[src/sv/cdoy_pkg.sv]
package cdoy_pkg;

  localparam int IN_DATA_W  = 40;
  localparam int OUT_DATA_W = 40;

  localparam int          DIV100_MUL  = 5243;
  localparam int          DIV7_MUL    = 73;
  localparam logic [12:0] YEAR_BASE   = 13'd1900;
  localparam logic [8:0]  DOY_MAX     = 9'd366;
  localparam logic [8:0]  DOY_LEAP    = 9'd366;
  localparam logic [8:0]  DOY_COMMON  = 9'd365;
  localparam logic [3:0]  MONTH_LAST  = 4'd11;
  localparam logic [3:0]  WALK_MAX    = 4'd13;
  localparam logic [8:0]  WDAY_BIAS   = 9'd55;
  localparam logic [8:0]  DAYS_WEEK   = 9'd7;
  localparam logic signed [3:0] WDAY_MISSING = -4'sd1;

  localparam logic MODE_TO_YDAY = 1'b0;
  localparam logic MODE_TO_DATE = 1'b1;

  typedef enum logic [1:0] {
    STATUS_OK,
    STATUS_BAD_YEAR,
    STATUS_NO_WDAY
  } status_t;

  typedef enum logic [3:0] {
    ST_IDLE,
    ST_LEAP_Q,
    ST_LEAP_R,
    ST_SUM,
    ST_WALK,
    ST_WD_DIV,
    ST_WD_SUM,
    ST_WD_MOD,
    ST_WD_FIX,
    ST_DONE
  } state_t;

  typedef struct packed {
    logic load;
    logic leap_q;
    logic leap_r;
    logic sum_step;
    logic walk_step;
    logic wd_div;
    logic wd_sum;
    logic wd_mod;
    logic wd_fix;
    logic out_load;
  } cmd_t;

  typedef struct packed {
    logic func;
    logic err;
    logic sum_done;
    logic walk_done;
    logic out_stall;
  } sts_t;

  // month index 12 is January of the following year
  function automatic logic [4:0] month_len(input logic [3:0] idx, input logic leap);
    logic [4:0] len;
    unique case (idx) inside
      4'd1:                     len = leap ? 5'd29 : 5'd28;
      4'd3, 4'd5, 4'd8, 4'd10:  len = 5'd30;
      default:                  len = 5'd31;
    endcase
    return len;
  endfunction

  // 26 * (m + 1) / 10 for month number m = tm + 1, with January and February taken as months 13 and 14
  function automatic logic [5:0] month_offset(input logic [3:0] mon);
    logic [5:0] off;
    unique case (mon)
      4'd0:    off = 6'd36;
      4'd1:    off = 6'd39;
      4'd2:    off = 6'd10;
      4'd3:    off = 6'd13;
      4'd4:    off = 6'd15;
      4'd5:    off = 6'd18;
      4'd6:    off = 6'd20;
      4'd7:    off = 6'd23;
      4'd8:    off = 6'd26;
      4'd9:    off = 6'd28;
      4'd10:   off = 6'd31;
      4'd11:   off = 6'd33;
      4'd12:   off = 6'd36;
      default: off = 6'd0;
    endcase
    return off;
  endfunction

endpackage

[src/sv/cdoy_ctrl.sv]
module cdoy_ctrl (
  input  logic            clk,
  input  logic            rst,
  input  logic            s_tvalid,
  output logic            s_tready,
  input  cdoy_pkg::sts_t  sts,
  output cdoy_pkg::cmd_t  cmd
);
  import cdoy_pkg::*;

  state_t state;
  state_t state_next;

  always_ff @(posedge clk) begin
    if (rst) begin
      state <= ST_IDLE;
    end else begin
      state <= state_next;
    end
  end

  always_comb begin
    state_next = state;
    cmd        = '0;
    s_tready   = 1'b0;
    unique case (state)
      ST_IDLE: begin
        s_tready = 1'b1;
        if (s_tvalid) begin
          cmd.load   = 1'b1;
          state_next = ST_LEAP_Q;
        end
      end
      ST_LEAP_Q: begin
        cmd.leap_q = 1'b1;
        state_next = ST_LEAP_R;
      end
      ST_LEAP_R: begin
        cmd.leap_r = 1'b1;
        if (sts.func) begin
          state_next = ST_WALK;
        end else if (sts.err) begin
          state_next = ST_DONE;
        end else begin
          state_next = ST_SUM;
        end
      end
      ST_SUM: begin
        if (sts.sum_done) begin
          state_next = ST_DONE;
        end else begin
          cmd.sum_step = 1'b1;
        end
      end
      ST_WALK: begin
        if (sts.walk_done) begin
          state_next = ST_WD_DIV;
        end else begin
          cmd.walk_step = 1'b1;
        end
      end
      ST_WD_DIV: begin
        cmd.wd_div = 1'b1;
        state_next = ST_WD_SUM;
      end
      ST_WD_SUM: begin
        cmd.wd_sum = 1'b1;
        state_next = ST_WD_MOD;
      end
      ST_WD_MOD: begin
        cmd.wd_mod = 1'b1;
        state_next = ST_WD_FIX;
      end
      ST_WD_FIX: begin
        cmd.wd_fix = 1'b1;
        state_next = ST_DONE;
      end
      ST_DONE: begin
        if (!sts.out_stall) begin
          cmd.out_load = 1'b1;
          state_next   = ST_IDLE;
        end
      end
      default: begin
        state_next = ST_IDLE;
      end
    endcase
  end

  a_load_from_idle: assert property (@(posedge clk) disable iff (rst)
    cmd.load |=> state == ST_LEAP_Q)
    else $error("load did not start the leap check");

  a_out_not_stalled: assert property (@(posedge clk) disable iff (rst)
    cmd.out_load |-> !sts.out_stall)
    else $error("result loaded over a pending transfer");

  a_walk_only_mode1: assert property (@(posedge clk) disable iff (rst)
    cmd.walk_step |-> sts.func)
    else $error("month walk in mode 0");

endmodule

[src/sv/cdoy_datapath.sv]
module cdoy_datapath (
  input  logic                                clk,
  input  logic                                rst,
  input  cdoy_pkg::cmd_t                      cmd,
  output cdoy_pkg::sts_t                      sts,
  input  logic [cdoy_pkg::IN_DATA_W-1:0]      s_tdata,
  input  logic                                s_tuser,
  output logic                                m_tvalid,
  input  logic                                m_tready,
  output logic [cdoy_pkg::OUT_DATA_W-1:0]     m_tdata
);
  import cdoy_pkg::*;

  logic [10:0]        in_year;
  logic [8:0]         in_count;
  logic [8:0]         in_count_sat;
  logic [3:0]         in_mon;
  logic [4:0]         in_mday;
  logic [3:0]         in_wday;

  logic               func;
  logic [10:0]        year;
  logic [8:0]         count;
  logic [3:0]         mon_in;
  logic [4:0]         mday_in;
  logic signed [3:0]  wday_in;
  logic               leap;
  logic [4:0]         leap_q;
  logic signed [9:0]  acc;
  logic [3:0]         idx;
  logic [4:0]         last_len;
  logic [4:0]         wd_c;
  logic [8:0]         wsum;
  logic [6:0]         wq;
  logic [2:0]         wday;

  logic [12:0]        full_s;
  logic [11:0]        full;
  logic [24:0]        leap_prod;
  logic [6:0]         leap_rem;
  logic               leap_calc;
  logic [4:0]         cur_len;
  logic signed [9:0]  cur_len_s;
  logic [3:0]         lim;
  logic [3:0]         mon_w;
  logic signed [9:0]  mday_sum;
  logic [4:0]         mday_w;
  logic [11:0]        ty;
  logic [24:0]        ty_prod;
  logic [6:0]         ty_rem;
  logic [8:0]         w_pos;
  logic [8:0]         w_next;
  logic [15:0]        mod_prod;
  logic [8:0]         wd_r;
  logic [8:0]         wd_r_fix;

  logic signed [11:0] year_ext;
  logic signed [10:0] doy_raw;
  logic [8:0]         thr;
  logic               roll;

  status_t            r_status;
  logic [3:0]         r_mon;
  logic [4:0]         r_mday;
  logic [2:0]         r_wday;
  logic [8:0]         r_yday;
  logic [11:0]        r_year;
  logic               r_roll;

  status_t            o_status;
  logic [3:0]         o_mon;
  logic [4:0]         o_mday;
  logic [2:0]         o_wday;
  logic [8:0]         o_yday;
  logic [11:0]        o_year;
  logic               o_roll;

  assign in_year      = s_tdata[10:0];
  assign in_count     = s_tdata[19:11];
  assign in_mon       = s_tdata[23:20];
  assign in_mday      = s_tdata[28:24];
  assign in_wday      = s_tdata[32:29];
  assign in_count_sat = (in_count > DOY_MAX) ? DOY_MAX : in_count;

  assign full_s    = {{2{year[10]}}, year} + YEAR_BASE;
  assign full      = full_s[11:0];
  assign leap_prod = 25'(full) * 25'(DIV100_MUL);
  assign leap_rem  = 7'(full - 12'(leap_q) * 12'd100);
  assign leap_calc = (leap_rem != 7'd0 && full[1:0] == 2'd0) ||
                     (leap_rem == 7'd0 && leap_q[1:0] == 2'd0);

  assign cur_len   = month_len(idx, leap);
  assign cur_len_s = $signed({5'b0, cur_len});
  assign lim       = (mon_in > MONTH_LAST) ? MONTH_LAST : mon_in;

  assign mon_w    = idx - 4'd1;
  assign mday_sum = acc + $signed({5'b0, last_len});
  assign mday_w   = mday_sum[4:0];

  assign ty       = (mon_w < 4'd2) ? full - 12'd1 : full;
  assign ty_prod  = 25'(ty) * 25'(DIV100_MUL);
  assign ty_rem   = 7'(ty - 12'(wd_c) * 12'd100);
  assign w_pos    = WDAY_BIAS + 9'(wd_c[4:2]) + 9'(ty_rem) + 9'(ty_rem[6:2]) +
                    9'(month_offset(mon_w)) + 9'(mday_w);
  assign w_next   = w_pos - 9'({wd_c, 1'b0});
  assign mod_prod = 16'(wsum) * 16'(DIV7_MUL);
  assign wd_r     = wsum - 9'(wq) * DAYS_WEEK;
  assign wd_r_fix = (wd_r >= DAYS_WEEK) ? wd_r - DAYS_WEEK : wd_r;

  assign sts.func      = func;
  assign sts.err       = year[10] || (wday_in == WDAY_MISSING);
  assign sts.sum_done  = (idx >= lim);
  assign sts.walk_done = (acc <= 10'sd0) || (idx == WALK_MAX);
  assign sts.out_stall = m_tvalid && !m_tready;

  always_ff @(posedge clk) begin
    if (cmd.load) begin
      func     <= s_tuser;
      year     <= in_year;
      count    <= in_count_sat;
      mon_in   <= in_mon;
      mday_in  <= in_mday;
      wday_in  <= in_wday;
      acc      <= s_tuser ? $signed(10'(in_count_sat) + 10'd1) : 10'sd0;
      last_len <= '0;
    end else if (cmd.sum_step) begin
      acc <= acc + cur_len_s;
    end else if (cmd.walk_step) begin
      acc      <= acc - cur_len_s;
      last_len <= cur_len;
    end
    if (cmd.leap_q) begin
      leap_q <= leap_prod[23:19];
    end
    if (cmd.leap_r) begin
      leap <= leap_calc;
    end
    if (cmd.wd_div) begin
      wd_c <= ty_prod[23:19];
    end
    if (cmd.wd_sum) begin
      wsum <= w_next;
    end
    if (cmd.wd_mod) begin
      wq <= mod_prod[15:9];
    end
    if (cmd.wd_fix) begin
      wday <= wd_r_fix[2:0];
    end
  end

  always_ff @(posedge clk) begin
    if (rst) begin
      idx <= '0;
    end else if (cmd.load) begin
      idx <= '0;
    end else if (cmd.sum_step || cmd.walk_step) begin
      idx <= idx + 4'd1;
    end
  end

  assign year_ext = {year[10], year};
  assign doy_raw  = {acc[9], acc} + $signed({6'b0, mday_in}) - 11'sd1;
  assign thr      = leap ? DOY_LEAP : DOY_COMMON;
  assign roll     = (count >= thr);

  always_comb begin
    r_status = STATUS_OK;
    r_mon    = mon_in;
    r_mday   = mday_in;
    r_wday   = '0;
    r_yday   = '0;
    r_year   = year_ext;
    r_roll   = 1'b0;
    if (!func) begin
      if (year[10]) begin
        r_status = STATUS_BAD_YEAR;
      end else if (wday_in == WDAY_MISSING) begin
        r_status = STATUS_NO_WDAY;
      end else if (doy_raw < 11'sd0) begin
        r_yday = '0;
      end else if (doy_raw > $signed({2'b0, DOY_MAX})) begin
        r_yday = DOY_MAX;
      end else begin
        r_yday = doy_raw[8:0];
      end
    end else begin
      r_wday = wday;
      if (roll) begin
        r_mon  = '0;
        r_mday = 5'd1;
        r_yday = count - thr;
        r_year = year_ext + 12'sd1;
        r_roll = 1'b1;
      end else begin
        r_mon  = mon_w;
        r_mday = mday_w;
        r_yday = count;
      end
    end
  end

  always_ff @(posedge clk) begin
    if (cmd.out_load) begin
      o_status <= r_status;
      o_mon    <= r_mon;
      o_mday   <= r_mday;
      o_wday   <= r_wday;
      o_yday   <= r_yday;
      o_year   <= r_year;
      o_roll   <= r_roll;
    end
  end

  always_ff @(posedge clk) begin
    if (rst) begin
      m_tvalid <= 1'b0;
    end else if (cmd.out_load) begin
      m_tvalid <= 1'b1;
    end else if (m_tready) begin
      m_tvalid <= 1'b0;
    end
  end

  assign m_tdata = {4'b0, o_roll, o_year, o_yday, o_wday, o_mday, o_mon, o_status};

  a_walk_bound: assert property (@(posedge clk) disable iff (rst)
    idx <= WALK_MAX)
    else $error("month index past the walk limit");

  a_roll_jan1: assert property (@(posedge clk) disable iff (rst)
    m_tvalid && o_roll |-> o_mon == 4'd0 && o_mday == 5'd1 && o_status == STATUS_OK)
    else $error("rollover result not January 1");

  a_load_valid: assert property (@(posedge clk) disable iff (rst)
    cmd.out_load |=> m_tvalid)
    else $error("loaded result not presented");

  a_out_range: assert property (@(posedge clk) disable iff (rst)
    m_tvalid |-> o_wday < 3'd7 && o_yday <= DOY_MAX)
    else $error("result field out of range");

endmodule

[src/sv/calendar_day_of_year_converter_core.sv]
// Gregorian day-of-year and weekday converter, year counted from 1900.
// Input channel s_*: one request per transfer; s_tuser selects the mode
// (0 = month and day to day of year, 1 = day count to month, day, weekday).
// Output channel m_*: exactly one result per request, in request order.
// Each request runs the leap-year check, then the month loop of the
// shared add/subtract unit, then fixed steps, before m_tvalid:
//   mode 0, year or weekday error: leap check only, no month loop
//   mode 0: month loop over the months before month_in (months 0..11)
//   mode 1: month walk (1..13 months), then the weekday steps
// The two divisions by 100 and the one by 7 are reciprocal multiplies,
// one step each in the leap-year and weekday sequence.
// One request is in flight at a time; s_tready rises again the cycle after
// the result enters the output register, so the next request is taken while
// the previous result still waits on m_tready.
// A stalled receiver holds the result in the output register; the block
// finishes the current request and waits before loading a new result.
// Reset clears the sequencer, the month index and the output valid; no clearing pass.
module calendar_day_of_year_converter_core (
  input  logic                            clk,
  input  logic                            rst,
  input  logic                            s_tvalid,
  output logic                            s_tready,
  // year_since_1900[10:0], day_count[19:11], month_in[23:20],
  // day_of_month_in[28:24], weekday_in[32:29], zero[39:33]
  input  logic [cdoy_pkg::IN_DATA_W-1:0]  s_tdata,
  // func[0]
  input  logic                            s_tuser,
  output logic                            m_tvalid,
  input  logic                            m_tready,
  // status[1:0], month_out[5:2], day_of_month_out[10:6], weekday_out[13:11],
  // day_of_year_out[22:14], year_out[34:23], rolled_over[35], zero[39:36]
  output logic [cdoy_pkg::OUT_DATA_W-1:0] m_tdata
);
  import cdoy_pkg::*;

  cmd_t cmd;
  sts_t sts;

  cdoy_ctrl u_ctrl (
    .clk      (clk),
    .rst      (rst),
    .s_tvalid (s_tvalid),
    .s_tready (s_tready),
    .sts      (sts),
    .cmd      (cmd)
  );

  cdoy_datapath u_datapath (
    .clk      (clk),
    .rst      (rst),
    .cmd      (cmd),
    .sts      (sts),
    .s_tdata  (s_tdata),
    .s_tuser  (s_tuser),
    .m_tvalid (m_tvalid),
    .m_tready (m_tready),
    .m_tdata  (m_tdata)
  );

endmodule
[config.mk]
export PLATFORM = sky130hd
export DESIGN_NAME = calendar_day_of_year_converter_core
export DESIGN_NICKNAME = d
export VERILOG_FILES = /design/src/sv/cdoy_pkg.sv /design/src/sv/cdoy_ctrl.sv /design/src/sv/cdoy_datapath.sv /design/src/sv/calendar_day_of_year_converter_core.sv
export SDC_FILE = /design/constraint.sdc
export NUM_CORES = 1
export LEC_CHECK = 0
export ABC_AREA = 1
export BUFFER_PORTS_ARGS = -buffer_cell sky130_fd_sc_hd__buf_2
export CORE_MARGIN = 2
export CORE_UTILIZATION = 50
export CTS_CLUSTER_SIZE = 24
export DETAILED_ROUTE_END_ITERATION = 8
export PLACE_DENSITY = 0.68
export SYNTH_ARGS = -nofsm -noshare
export SYNTH_HDL_FRONTEND = slang
export SYNTH_SLANG_ARGS = --single-unit
[constraint.sdc]
create_clock -name clk -period 6 [get_ports clk]
set_input_delay 0.6 -clock clk [delete_from_list [all_inputs] [get_ports clk]]
set_output_delay 0.6 -clock clk [all_outputs]
set_load 0.05 [all_outputs]
# Word level (Yosys, flattened, before mapping)
# Memory sizes are Yosys's and may differ from the RTL's.
# Index checks and enable logic that the tools add are counted.
dict set report totals {
  regBits 124
  latch_bits 0
  ramBits 0
  rom_bits 96
  inputBits 45
  out_inout_bits 42
  n_memories 1
}
# memory depth word_bits read_ports rd_ports_with_merged_regs wr line_no
set mem_list {}
lappend mem_list {{(no name shown)} 16 6 1 0 0 cdoy_pkg.sv:75} ;# unique case (mon)
dict set report op_classes {
  addsub 22
  mul 6
  div_mod_pow 0
  n_lt_le_gt_ge 9
  eq_ne 20
  shift 0
  n_mux 50
  bitwise_logic 1
  reduce_logical 20
}
# operator count
set op_table {}
lappend op_table {{9-bit 2-to-1 mux} 7}
lappend op_table {{12-bit by 13-bit multiplier with 24-bit output (second input constant)} 2}
lappend op_table {{10-bit 2-to-1 mux} 4}
lappend op_table {{4-bit one-hot mux with 10 select lines} 1}
lappend op_table {{12-bit 2-to-1 mux} 3}
lappend op_table {{4-bit 2-to-1 mux} 9}
lappend op_table {{4-bit by 3-bit == test with 1-bit output (second input constant)} 5}
lappend op_table {{4-bit == test (second input constant)} 5}
lappend op_table {{1-bit 2-to-1 mux} 20}
lappend op_table {{9-bit by 5-bit adder with 9-bit output} 2}
lappend op_table {{9-bit subtractor} 2}
lappend op_table {{9-bit by 7-bit multiplier with 16-bit output (second input constant)} 1}
lappend op_table {{7-bit subtractor} 2}
lappend op_table {{11-bit by 12-bit adder with 12-bit output (second input constant)} 1}
lappend op_table {{11-bit by 2-bit adder with 12-bit output (second input constant)} 1}
lappend op_table {{4-bit by 1-bit == test with 1-bit output (second input constant)} 3}
lappend op_table {{4-bit by 2-bit == test with 1-bit output (second input constant)} 3}
lappend op_table {{12-bit by 1-bit subtractor with 12-bit output (second input constant)} 1}
lappend op_table {{10-bit by 6-bit adder with 11-bit output} 1}
lappend op_table {{11-bit by 10-bit greater-than comparator with 1-bit output (second input constant)} 1}
lappend op_table {{11-bit by 1-bit < comparator with 1-bit output (second input constant)} 1}
lappend op_table {{11-bit by 1-bit subtractor with 11-bit output (second input constant)} 1}
lappend op_table {{10-bit by 6-bit adder with 10-bit output} 1}
lappend op_table {{9-bit by 1-bit adder with 10-bit output (second input constant)} 1}
lappend op_table {{37 further kinds} 50}

# Logic depth before layout (Yosys ltp)
dict set report depth {
  word_depth 9
  depth_mapped 39
  depth_no_buf 39
}

# By module
# From an unflattened synthesis, not the netlist that was laid out.
dict set report unflattened {
  cells_unflattened 1878
  hier_area_um2 15885.2
}
# mod instances cells_per_inst area_each_um2 seq_area_each_um2
set by_module_without_submodules {}
lappend by_module_without_submodules {cdoy_datapath 1 1812 15513.6 3463.3}
lappend by_module_without_submodules {cdoy_ctrl 1 66 371.6 80.1}

# Least setup slack after synthesis
# Ideal clock, no wire load.
dict set report synth_path {
  kind {reg-to-reg}
  startpoint {register u_datapath.year[2]}
  endpoint {register u_datapath.wd_c[3], data pin}
  setup_ns 0.258
  arrival_time_ns 6.016
  required_ns 5.742
  path_slack_ns -0.274
  stages_incl_launch_ff 38
  n_path_buf 0
  period_less_slack_ns 6.274
  path_cell_list {edfxtp_1 -> inv_1 -> ha_1 -> inv_1 -> nand2_1 -> nand2_4 -> nand2_2 -> nand2_1 -> nand2_1 -> inv_1 -> ha_1 -> nand2_1 -> nor2_1 -> nand3_1 -> nand3_2 -> nand2_2 -> nand2_2 -> nand2_4 -> [... 2 more ...] -> ha_1 -> xor2_1 -> ha_1 -> a21oi_1 -> fa_1 -> inv_1 -> fa_1 -> inv_1 -> fa_1 -> inv_1 -> ha_1 -> nand2_1 -> nor4_1 -> nand4_1 -> nand3_1 -> nand2_1 -> nand2_1 -> xor2_1}
}
dict set report synth_via {
  elab_chain_len 4
}
# element line_no
set synth_rtl {}
lappend synth_rtl {{start, declared} cdoy_datapath.sv:22} ;# logic [10:0] year;
lappend synth_rtl {{start signal, assigned} cdoy_datapath.sv:119} ;# year <= in_year;
lappend synth_rtl {{11-bit by 12-bit adder with 12-bit output *} cdoy_datapath.sv:85} ;# assign full_s = {{2{year[10]}}, year} + YEAR_BASE;
lappend synth_rtl {{12-bit by 1-bit subtractor with 12-bit output} cdoy_datapath.sv:100} ;# assign ty = (mon_w < 4'd2) ? full - 12'd1 : full;
lappend synth_rtl {{12-bit 2-to-1 mux *} cdoy_datapath.sv:100}
lappend synth_rtl {{12-bit by 13-bit multiplier with 24-bit output *} cdoy_datapath.sv:101} ;# assign ty_prod = 25'(ty) * 25'(DIV100_MUL);
lappend synth_rtl {{via u_datapath.ty_prod[22]} cdoy_datapath.sv:49} ;# logic [24:0] ty_prod;
lappend synth_rtl {{end signal, assigned} cdoy_datapath.sv:139} ;# wd_c <= ty_prod[23:19];
lappend synth_rtl {{end, declared} cdoy_datapath.sv:32} ;# logic [4:0] wd_c;
# Mark *: on every way through the listed nets, which the timed path passes. The rest lies on a longest branch.
# A chain may end at the register's enable or synchronous reset.

# Worst setup path in the final report
dict set report layout_path {
  startpoint {register u_datapath.year[3]}
  endpoint {register u_datapath.wd_c[4], data pin}
}
# The elaborated chain is that of the path after synthesis.

==> results.json <==
{
  "status": "complete, no violations",
  "critPathArrivalTime_ns": 6.03,
  "dieHeight_um": 181,
  "nets": 2385,
  "num_vias": 12200,
  "met3_usage": 0.0265,
  "die_area_sq_um": 32600,
  "register_area_sq_um": 3540,
  "reg2regPathDepth": 37,
  "crit_top_cell": "nand2_4",
  "final_util": 0.584,
  "cp-end-kind": "register",
  "drcViolationCount": 0,
  "crit_slowest_cell": "fa_1",
  "path_depth": 37,
  "die_x_um": 181,
  "post-route-period-util": 0.975,
  "cts-htree-levels": 4,
  "rsz0062_at_grt": "yes",
  "cts_hold_buf": 0,
  "synth_common_cells": "400 x inv_1, 280 x ha_1, 272 x nand2_1",
  "crit_buf_inv": 8,
  "start_kind": "register",
  "yosys_warnings": 0,
  "max-slew-margin-rel": 0.359,
  "worstSetupPathType": "reg2reg",
  "syn-instance-count": 1792,
  "clk_latency_ns": 0.43,
  "grt_max_degree": 42,
  "slowest_delay_ns": 0.54,
  "pin_count": 87,
  "slew_viol_final": 0,
  "crit_required_ns": 6.18,
  "reg2reg_to": "u_datapath.wd_c[4]$_DFFE_PP_",
  "gr-total-overflow": 0,
  "synth.most_common_cell": "inv_1",
  "multi_input_area_sq_um": 10900,
  "finalHoldViolCount": 0,
  "grt-busiest-layer": "met2",
  "syn_area_sq_um": 15600,
  "row_count": 64,
  "start_util": 0.508,
  "first_pass_iters": 5,
  "fmax_mhz": 171,
  "met2_usage": 0.405,
  "setup-violations-final": 0,
  "vias_per_cell": 5.20,
  "grtUsageTotal": 0.222,
  "antenna_left": 0,
  "area_growth_pct": 14.9,
  "crit_path_max_fanout": 3,
  "synthArstFlopShare": 0,
  "grt_pass1_vias": 12600,
  "diodes": 0,
  "wire_per_inst_um": 15.2,
  "drv_cap": 0,
  "yosysUniqueCellTypes": 54,
  "grt_pass1_wl_um": 59100,
  "root_buffer": "clkbuf_16",
  "yosysTopAreaCell": "ha_1",
  "wl_um": 35600,
  "synthTopCellsByArea": "ha_1 22%, edfxtp_1 21%, fa_1 16%",
  "synth_edf_count": 110,
  "r2r_slack_ns": 0.15,
  "cts_tree": "done",
  "cts_buffer_depth": 2,
  "syn_area_per_cell_sq_um": 8.70,
  "use_met1": 0.275,
  "min_path_cells": 1,
  "worst-slew-pin-transition_ns": 0.960,
  "crit_end": "u_datapath.wd_c[4]$_DFFE_PP_",
  "timing.rr.start": "u_datapath.year[3]$_DFFE_PP_",
  "port_buffers": 75,
  "gp_congestion": 0.876,
  "n_fill_cell": 2649,
  "core-area_sq_um": 30700,
  "startpoint": "u_datapath.year[3]$_DFFE_PP_",
  "drive_gt1_frac": 0.150,
  "critPathTopFamily": "adder cells",
  "cts_sinks": 122,
  "ys.flop_type": "edfxtp_1",
  "drtIter0Drc": 627,
  "path_clk_slew_ns": 0.06,
  "yosysSeqAreaShare": 0.227,
  "hpwl_um": 29100,
  "skew_ns": 0.00985,
  "min_path_type": "in2reg",
  "antenna_found_initial": 0,
  "final.min_clock_period_ns": 5.85,
  "cts_buffers": 17,
  "ys_ff_latch": 122,
  "synth_top_area_share": 0.225
}
-- registers in the layout, indices dropped and copies added (netlist names), 5 cells and up --
signal / count
u_datapath.wd_c: 5
u_datapath.wsum: 9
u_datapath.wq: 7
u_datapath.count: 9
u_datapath.o_mday: 5
u_datapath.o_yday: 9
u_datapath.leap_q: 5
u_datapath.o_year: 12
u_datapath.acc: 10
u_datapath.year: 11
u_datapath.mday_in: 5
-- layout make-up --
cell class | count | area share
tap | 396 | 0.0277
inverter | 409 | 0.0865
clock inverter | 11 | 0.00817
multi-input combinational | 1247 | 0.606
clock buffer | 21 | 0.0251
timing repair buffer | 140 | 0.0484
sequential | 122 | 0.198
-- timing repair --
| item | in CTS | in global routing |
|---|---|---|
| pin swaps | 4 | 41 |
| gates resized for setup | 6 | 80 |
| endpoints found under the setup margin | 3 | 7 |
| buffers inserted | 0 | 20 |
-- worst min-delay path by stage --
stage,startpoint,end,slack (ns)
2_1_floorplan,u_datapath.last_len[0]$_SDFFE_PP0P_,u_datapath.last_len[0]$_SDFFE_PP0P_,0.48
3_3_place_gp,u_datapath.wday[1]$_DFFE_PP_,u_datapath.o_wday[1]$_SDFFCE_PN0P_,0.49
3_5_place_dp,u_datapath.wday[2]$_DFFE_PP_,u_datapath.o_wday[2]$_SDFFCE_PN0P_,0.49
4_1_cts,s_tdata[22],u_datapath.mon_in[2]$_DFFE_PP_,0.33
5_1_grt,s_tdata[20],u_datapath.mon_in[0]$_DFFE_PP_,0.33
6_report,s_tdata[22],u_datapath.mon_in[2]$_DFFE_PP_,0.34
-- cells in the final DEF (no fill, tap or decap), types with 69 or more instances in the layout --
| master | n |
|---|---|
| inv_1 | 388 |
| nand2_1 | 259 |
| ha_1 | 259 |
| fa_1 | 123 |
| edfxtp_1 | 110 |
| nor2_1 | 88 |
| a21oi_1 | 87 |
| buf_2 | 75 |
| o21ai_0 | 74 |
| nand3_1 | 69 |
-- logic make-up after synthesis --
kind of cell / synth area share
AOI/OAI and AO/OA: 0.0832
adders and majority gates: 0.383
xor gates and xnor gates: 0.0454
other: 0.000241
and+or+nand+nor: 0.156
buffers and inverters: 0.105
DFF: 0.227
-- worst reg2reg max path, delay by kind of cell (launching register included) --
family | cells | cell delay, ns
AOI/OAI and AO/OA | 1 | 0.08
xor gates and xnor gates | 1 | 0.17
adders and majority gates | 9 | 2.94
buffers and inverters | 8 | 0.44
DFF | 1 | 0.37
and+or+nand+nor | 18 | 1.60
-- through the flow --
stage | hold WS (ns) | setup slack [ns] | cell area, sq um | TNS, ns | std cells
3_5_place_dp | 0.494 | -0.0708 | 16800 | -0.108 | 2294
4_1_cts | 0.328 | 0.0401 | 17400 | 0 | 2326
3_3_place_gp | 0.488 | 0.0418 | 16800 | 0 | 2294
2_1_floorplan | 0.475 | 0.0190 | 15600 | 0 | 1795
5_1_grt | 0.334 | -0.121 | 17900 | -0.243 | 2346
6_report | 0.342 | 0.153 | 17900 | 0 | 2346
-- metal layers --
| metal | up-vias | routed length [um] |
|---|---|---|
| li1 | 6083 | - |
| met5 | - | 0 |
| met3 | 57 | 1280 |
| met1 | 5788 | 15200 |
| met4 | 0 | 854 |
| met2 | 261 | 18200 |
Power is not shown: default switching activity piles up to over one toggle a cycle in this logic, so the estimate is an artifact.
